--- config.mk ---
export PLATFORM = sky130hd
export DESIGN_NAME = ffea_ctrl
export DESIGN_NICKNAME = d
export VERILOG_FILES = /design/src/rtl/ffea_pkg.sv /design/src/rtl/ffea_ctrl.sv
export SDC_FILE = /design/constraint.sdc
export NUM_CORES = 1
export LEC_CHECK = 0
export BUFFER_PORTS_ARGS = -buffer_cell sky130_fd_sc_hd__clkbuf_2
export CORE_MARGIN = 2
export CORE_UTILIZATION = 40
export CTS_CLUSTER_DIAMETER = 120
export DETAILED_ROUTE_END_ITERATION = 12
export PLACE_DENSITY = 0.79
export SYNTH_ARGS = -nofsm -noshare
export SYNTH_HDL_FRONTEND = slang
export SYNTH_SLANG_ARGS = --single-unit
export TNS_END_PERCENT = 50
--- constraint.sdc ---
create_clock -name clk -period 1.8 [get_ports clk]
set_input_delay 0.18 -clock clk [delete_from_list [all_inputs] [get_ports clk]]
set_output_delay 0.18 -clock clk [all_outputs]
set_load 0.005 [all_outputs]
--- src/rtl/ffea_pkg.sv ---
`default_nettype none
package ffea_pkg;
    typedef enum logic [1:0] {OP_ALLOC = 2'd0, OP_FREE = 2'd1, OP_FORMAT = 2'd2, OP_NONE = 2'd3} op_t;
    typedef enum logic [1:0] {ST_OK = 2'd0, ST_ZERO = 2'd1, ST_OOM = 2'd2, ST_FULL = 2'd3} status_t;
    typedef enum logic [0:0] {CFG_REGION_START = 1'b0, CFG_REGION_END = 1'b1} cfg_idx_t;

    // controller commands to datapath
    typedef struct packed {
        logic load;       // capture request
        logic rd;         // read the entry after the scan index
        logic scan_adv;   // advance scan index
        logic shift_step; // move one entry (direction from shift_up)
        logic shift_up;   // 1: open a hole, 0: close a hole
        logic open_start; // remember slot, jump index to count
        logic wr_front;   // write carved / merged entry
        logic fmt;        // format write
        logic cnt_inc;
        logic cnt_dec;
        logic cnt_clr;
        logic set_prev;   // remember last read entry as previous
    } cmd_t;

    typedef struct packed {
        logic zero;       // rounded size empty
        logic at_end;     // scan index reached count
        logic fit;        // read entry large enough
        logic exact;      // exact fit
        logic past;       // read entry offset >= free offset
        logic prev_adj;
        logic next_adj;
        logic full;
        logic shift_done; // no later entry left to pull down
        logic at_slot;    // opening walk reached the slot
        logic fmt_empty;
    } sts_t;
endpackage
`default_nettype wire

--- src/rtl/ffea_ctrl.sv ---
`default_nettype none
module ffea_ctrl (
    input  wire logic            clk,
    input  wire logic            rst_n,
    input  wire logic            in_valid,
    output logic                 in_stall,
    input  wire logic [1:0]      op,
    input  wire logic [31:0]     req_size,
    output logic                 out_valid,
    input  wire logic            out_stall,
    output logic [1:0]           status_reg_o,
    output logic                 off_we,
    output ffea_pkg::cmd_t       cmd,
    input  wire ffea_pkg::sts_t  sts
);
    typedef enum logic [3:0] {
        S_IDLE, S_DECIDE, S_RD, S_CHK, S_WR, S_CLOSE, S_OPEN, S_WR_UP, S_INS, S_DONE
    } state_t;

    state_t state_reg, state_next;
    logic [1:0] op_reg;
    logic [1:0] st_reg, st_next;
    logic       out_valid_reg, out_valid_next;
    logic       zreq_reg;

    always_comb
    begin
        state_next = state_reg;
        st_next = st_reg;
        out_valid_next = out_valid_reg;
        cmd = '0;
        off_we = 1'b0;
        if (out_valid_reg && !out_stall)
        begin
            out_valid_next = 1'b0;
        end
        case (state_reg)
            S_IDLE:
            begin
                if (in_valid && !out_valid_reg)
                begin
                    cmd.load = 1'b1;
                    state_next = S_DECIDE;
                end
            end
            S_DECIDE:
            begin
                st_next = ffea_pkg::ST_OK;
                state_next = S_DONE;
                case (op_reg)
                    ffea_pkg::OP_ALLOC, ffea_pkg::OP_FREE:
                    begin
                        if (zreq_reg || sts.zero)
                        begin
                            st_next = ffea_pkg::ST_ZERO;
                        end
                        else
                        begin
                            state_next = S_RD;
                        end
                    end
                    ffea_pkg::OP_FORMAT:
                    begin
                        cmd.cnt_clr = 1'b1;
                        if (!sts.fmt_empty)
                        begin
                            cmd.fmt = 1'b1;
                            cmd.cnt_inc = 1'b1;
                        end
                    end
                    default:
                    begin
                    end
                endcase
            end
            S_RD:
            begin
                state_next = S_CHK;
            end
            S_CHK:
            begin
                if (op_reg == ffea_pkg::OP_ALLOC)
                begin
                    if (sts.at_end)
                    begin
                        st_next = ffea_pkg::ST_OOM;
                        state_next = S_DONE;
                    end
                    else if (sts.fit)
                    begin
                        off_we = 1'b1;
                        st_next = ffea_pkg::ST_OK;
                        if (sts.exact)
                        begin
                            cmd.shift_up = 1'b0;
                            state_next = S_CLOSE;
                        end
                        else
                        begin
                            cmd.wr_front = 1'b1;
                            state_next = S_DONE;
                        end
                    end
                    else
                    begin
                        cmd.scan_adv = 1'b1;
                        state_next = S_RD;
                    end
                end
                else
                begin
                    if (sts.at_end || sts.past)
                    begin
                        st_next = ffea_pkg::ST_OK;
                        if (sts.prev_adj && sts.next_adj)
                        begin
                            cmd.wr_front = 1'b1;
                            state_next = S_CLOSE;
                        end
                        else if (sts.next_adj || sts.prev_adj)
                        begin
                            cmd.wr_front = 1'b1;
                            state_next = S_DONE;
                        end
                        else if (sts.full)
                        begin
                            st_next = ffea_pkg::ST_FULL;
                            state_next = S_DONE;
                        end
                        else
                        begin
                            cmd.open_start = 1'b1;
                            state_next = S_OPEN;
                        end
                    end
                    else
                    begin
                        cmd.set_prev = 1'b1;
                        cmd.scan_adv = 1'b1;
                        state_next = S_RD;
                    end
                end
            end
            S_CLOSE:
            begin
                // idx is the hole; pull entries down one a step
                if (sts.shift_done)
                begin
                    cmd.cnt_dec = 1'b1;
                    state_next = S_DONE;
                end
                else
                begin
                    cmd.rd = 1'b1;
                    state_next = S_WR;
                end
            end
            S_WR:
            begin
                cmd.shift_step = 1'b1;
                state_next = S_CLOSE;
            end
            S_OPEN:
            begin
                // idx walks from count down to the slot
                if (sts.at_slot)
                begin
                    state_next = S_INS;
                end
                else
                begin
                    cmd.shift_up = 1'b1;
                    state_next = S_WR_UP;
                end
            end
            S_WR_UP:
            begin
                cmd.shift_step = 1'b1;
                cmd.shift_up = 1'b1;
                state_next = S_OPEN;
            end
            S_INS:
            begin
                cmd.wr_front = 1'b1;
                cmd.cnt_inc = 1'b1;
                state_next = S_DONE;
            end
            S_DONE:
            begin
                out_valid_next = 1'b1;
                state_next = S_IDLE;
            end
            default:
            begin
                state_next = S_IDLE;
            end
        endcase
    end

    always_ff @(posedge clk or negedge rst_n)
    begin
        if (!rst_n)
        begin
            state_reg <= S_IDLE;
            st_reg <= ffea_pkg::ST_OK;
            out_valid_reg <= 1'b0;
            op_reg <= ffea_pkg::OP_ALLOC;
            zreq_reg <= 1'b0;
        end
        else
        begin
            state_reg <= state_next;
            st_reg <= st_next;
            out_valid_reg <= out_valid_next;
            if (cmd.load)
            begin
                op_reg <= op;
                zreq_reg <= (req_size == 32'd0);
            end
        end
    end

    assign in_stall = (state_reg != S_IDLE) || out_valid_reg;
    assign out_valid = out_valid_reg;
    assign status_reg_o = st_reg;
endmodule
`default_nettype wire

---- Yosys cells after proc, flatten, opt, wreduce, memory -nomap -nowiden ----
Index checks and enable logic that the tools add are counted.
operators by class
  eq/ne operators ......................... 14
  mux-type cells .......................... 65
  reductions and logical operators ........ 18
operators with widths
  cell                  number
  $mux W4               13
  $mux W1               37
  $pmux W4 S9           1
  $logic_not A32 Y1     1
  $mux W2               10
  $eq A4 B3 Y1 const B  4
  $eq A4 B2 Y1 const B  2
  $eq A4 B4 Y1 const B  2
  $pmux W1 S2           3
  $eq A4 B1 Y1 const B  1
  $logic_not A4 Y1      1
  $logic_or A1 B1 Y1    4
  $ne A4 B4 Y1 const B  1
  $pmux W2 S2           1
  $reduce_bool A2 Y1    2
  $reduce_bool A4 Y1    1
  $reduce_or A2 Y1      2
  $logic_and A1 B1 Y1   3
  $ne A3 B3 Y1 const B  1
  $reduce_and A3 Y1     1
  $eq A2 B1 Y1 const B  1
  $eq A2 B2 Y1 const B  1
  $logic_not A1 Y1      2
  $logic_not A2 Y1      1
  $ne A2 B2 Y1 const B  1
storage, ports and cells
  flip-flop bits (word level) ............. 10
  input port bits ......................... 49
  output and inout port bits .............. 17
  logic and storage cells ................. 102

---- Logic depth before layout (Yosys ltp) ----
  depth in word-level cells ............... 6
  mapped depth ............................ 5
  gate-level depth less buffers ........... 4

---- Worst setup path after synthesis ----
OpenSTA, ideal clock, no wires.
  path kind ............................... register to register
  start point ............................. register op_reg[1]
  end point ............................... register st_reg[0], in the netlist status_reg_o[0]
  data arrival time ....................... 1.399 ns
  data required time ...................... 1.675 ns
  setup slack ............................. 0.276 ns
  stages on the path, launching flop included .. 5
  buffers on the path ..................... 0
  period minus slack after synthesis ...... 1.524 ns
  cells stage by stage .................... dfrtp_1 > or3b_4 > nand2_1 > o311a_4 > mux2_4
between the ends
  cells in the longest elaborated chain, start to end .. 4
  elaborated cells on any way between the ends .. 9
ends and longest elaborated chain
  what                                                     RTL line                          text
  from (decl)                                              ffea_ctrl.sv:21                   logic [1:0] op_reg;
  from (signal assigned)                                   ffea_ctrl.sv:207                  op_reg <= ffea_pkg::OP_ALLOC;
  from (signal assigned)                                   ffea_ctrl.sv:217                  op_reg <= op;
  $eq A2 B1 Y1 / $logic_not A2 Y1 (equally long branches)  ffea_ctrl.sv:50, ffea_ctrl.sv:82
  $reduce_or A2 Y1                                         ffea_ctrl.sv:50                   case (op_reg)
  $mux W1                                                  ffea_ctrl.sv:50
  $pmux W2 S2                                              ffea_ctrl.sv:37                   case (state_reg)
  to (signal assigned)                                     ffea_ctrl.sv:205                  st_reg <= ffea_pkg::ST_OK;
  to (signal assigned)                                     ffea_ctrl.sv:213                  st_reg <= st_next;
  to (decl)                                                ffea_ctrl.sv:22                   logic [1:0] st_reg, st_next;
Parallel ways exist; a longest one is shown, timed or not.
A chain may end at the register's enable or synchronous reset.

==> summary.md <==
| Metric | Value |
|---|---|
| Worst hold slack | `0.1633 ns` |
| Top delay family on crit path | `simple AND/OR/NAND/NOR gates` |
| CP required | `1.62 ns` |
| Worst-Margin Slew | `0.5441 ns` |
| Worst setup path category | `flop to primary output` |
| Levels on crit path | `5` |
| TritonCTS clock tree | `yes` |
| Max cap viols | `0` |
| CORE AREA | `2170 µm²` |
| Critical path buffers and inverters | `1` |
| Worst r2r dst | `status_reg_o[1]` |
| Failing checks | `setup timing` |
| # clock sinks | `10` |
| Final setup vio count | `1` |
| Syn avg cell area | `8.099 µm²` |
| Area growth from synthesis to layout | `55.31%` |
| Starting Density | `41.81%` |
| FF-to-FF Start | `op_reg[0]` |
| Pleak | `0.6941 nW` |
| Final hold viol count | `0` |
| Fmax achieved | `0.5451 GHz` |
| First-pass GRT wire length | `4754 µm` |
| Period Utilization, post-route | `101.9%` |
| Drt pass-1 iters | `4` |
| I/O pin count | `66` |
| Crit-path cells | `or3b_4 > o32ai_2 > a22oi_1 > nor2_1 > buf_2` |
| DP HPWL | `2349 µm` |
| Yosys warning total | `0` |
| CP Max Fanout | `6` |
| H-tree levels | `1` |
| Netlist cell types | `44` |
| Row count | `17` |
| Final Critical Period | `1.835 ns` |
| Number of enable flip-flop cells after synthesis | `0` |
| WHS Path Cells | `2` |
| Post-synthesis sequential area ratio | `27.59%` |
| Max reg flops | `4` |
| Total grt overflow | `0` |
| Crit-path max cell delay | `0.44 ns` |
| Post-layout util | `64.94%` |
| Largest area contributor in the netlist | `dfrtp_1` |
| Via density | `5.737` |
| Post-synth top area share | `27.59%` |
| Number of buffers created by CTS | `3` |
| Outcome | `finished with violations` |
| Unrepaired setup endpoints after global routing | `true` |
| Die area | `2665 µm²` |
| Ant diodes | `0` |
| Fraction of registers with async set/reset | `100.0%` |
| Layout cells sized above 1 | `55.14%` |
| Origin of the worst min-delay path | `op[0]` |
| Fin cells | `213` |
| Net Count, Synth | `161` |
| PnR worst setup slack | `-0.03457 ns` |
| PortBufs | `65` |
| Synthesized flop and latch total | `10` |
| CP Capture Type | `primary output` |
| Routed len/inst | `13.74 µm` |
| Root Driver | `clkbuf_4` |
| Clk Latency, worst-skew pair | `0.26 ns` |
| Cell area after synthesis | `907.1 µm²` |
| Rel. slew slack | `63.39%` |
| Power density of the placed cells | `1231 nW/µm²` |
| CTS Buffer Depth | `2` |
| Initial antenna violation count | `0` |
| CTS clk-pin slew, worst paths | `0.06 ns` |
| Clock Skew | `0.003573 ns` |
| Vias in the first global route | `1188` |
| Layout filler cell count | `200` |
| Cells after Synth | `112` |
| R2R cell count | `5` |
| HP Class | `input pin to flop` |
| Flop-to-flop setup slack | `0.10 ns` |
| Sink of the worst hold path | `op_reg[0]` |
| Crit start category | `flop` |
| DIE WIDTH | `51.62 µm` |
| Total wire length | `2926 µm` |
| Detailed-route DRC error count | `0` |
| Die H | `51.62 µm` |
| Worst VDD drop | `0.0006497 V` |
| Power Total | `1.734 mW` |
| Post-synth top flop | `dfrtp_1` |
| Placer Congestion | `0.8341` |
| Fin nets | `235` |
| GRT Total Usage | `23.14%` |
| Via count | `1222` |
| Largest net degree at the start of global routing | `15` |
| Max-slew violation count | `0` |
| Cell count after placement | `204` |
| Worst Path Arrival | `1.65 ns` |
| DR iter-0 viols | `31` |
| Antenna Violating Nets Remaining | `0` |
| Most area-consuming cells after synthesis | `dfrtp_1 (28%), nor4_1 (9.0%), nor2_1 (4.1%)` |
| Slowest CP cell | `dfrtp_2` |
## report_power, final
| group | internal, mW | switching [mW] |
|---|---|---|
| clock network | 0.123 | 0.0715 |
| registers | 0.318 | 0.124 |
| logic | 0.539 | 0.559 |
| total | 0.979 | 0.755 |
## worst max path at each step
stage                      endpoint  slack, ns      start
CTS                          cmd[5]      -0.06  op_reg[0]
global route                 cmd[5]      -0.13  op_reg[0]
finish                       cmd[5]      -0.03  op_reg[0]
detailed placement           cmd[5]       0.14  op_reg[1]
floorplan           status_reg_o[0]       0.28  op_reg[1]
global placement             cmd[5]       0.19  op_reg[1]
## through the flow
stage,cell area [µm²],worst slack [ns],setup TNS [ns]
2_1_floorplan,907.1,0.2758,0
3_3_place_gp,1272,0.1905,0
3_5_place_dp,1272,0.1405,0
4_1_cts,1349,-0.05668,-0.05668
5_1_grt,1409,-0.1293,-0.1658
6_report,1409,-0.03457,-0.03457
## kinds of logic (layout without fill, tap and decap cells)
logic type	count (synthesis)	count (layout)	synth area share, %
compound gates	29	29	25.11
buf+inv	12	85	6.069
mux	4	4	5.793
simple gates	57	57	35.45
flops	10	10	27.59
## synth_stat cells (all sizes together) (3+ instances only)
library cell,instances
nor4,13
a21oi,7
buf,4
mux2,4
inv,6
nand2,9
nor2,10
nor3,8
o21ai,5
nand2b,3
dfrtp,10
## cell type report
cell class	count	area [µm²]	share of cell area, %
multi-input cells	90	649.4	46.09
flip-flops and latches	10	255.2	18.12
well taps	28	35.03	2.487
repair buffers	75	410.4	29.13
clock buffers	4	36.28	2.575
inverters	6	22.52	1.599
## worst register-to-register path, delay by kind of cell (launching register included)
kind                   cells  cell delay [ns]
AO/OA/AOI/OAI              1             0.18
buffers and inverters      1             0.16
flip-flops                 1             0.44
multiplexers               1             0.30
AND/OR/NAND/NOR            2             0.50
## timing repair
item,in CTS,in global routing
hold buffers,1,0
gates resized for setup,4,14
endpoints found under the setup margin,3,6
buffers inserted,2,2
endpoints found under the hold margin,10,0
pin swaps,0,2
## cell usage in the layout (no fill, tap or decap), drive strengths merged, types with 2 or more instances in the layout
| cell | synthesis | routed |
|---|---|---|
| a211o | 2 | 2 |
| a21oi | 7 | 7 |
| a32oi | 2 | 2 |
| buf | 4 | 12 |
| clkbuf | 2 | 66 |
| dfrtp | 10 | 10 |
| inv | 6 | 6 |
| mux2 | 4 | 4 |
| nand2 | 9 | 9 |
| nand2b | 3 | 3 |
| nand4 | 2 | 2 |
| nor2 | 10 | 10 |
| nor2b | 2 | 2 |
| nor3 | 8 | 8 |
| nor4 | 13 | 13 |
| o21ai | 5 | 5 |
| o32ai | 2 | 2 |
| or2 | 2 | 2 |
## per-layer routing
metal	part of all wire [%]	up-vias	GRT usage, %
met5	0	-	0
li1	-	587	-
met1	39	550	26.63
met4	1.1	0	7.018
met2	52	81	44.66
met3	8.2	4	2.011
Power figures use the tool's default switching activity.
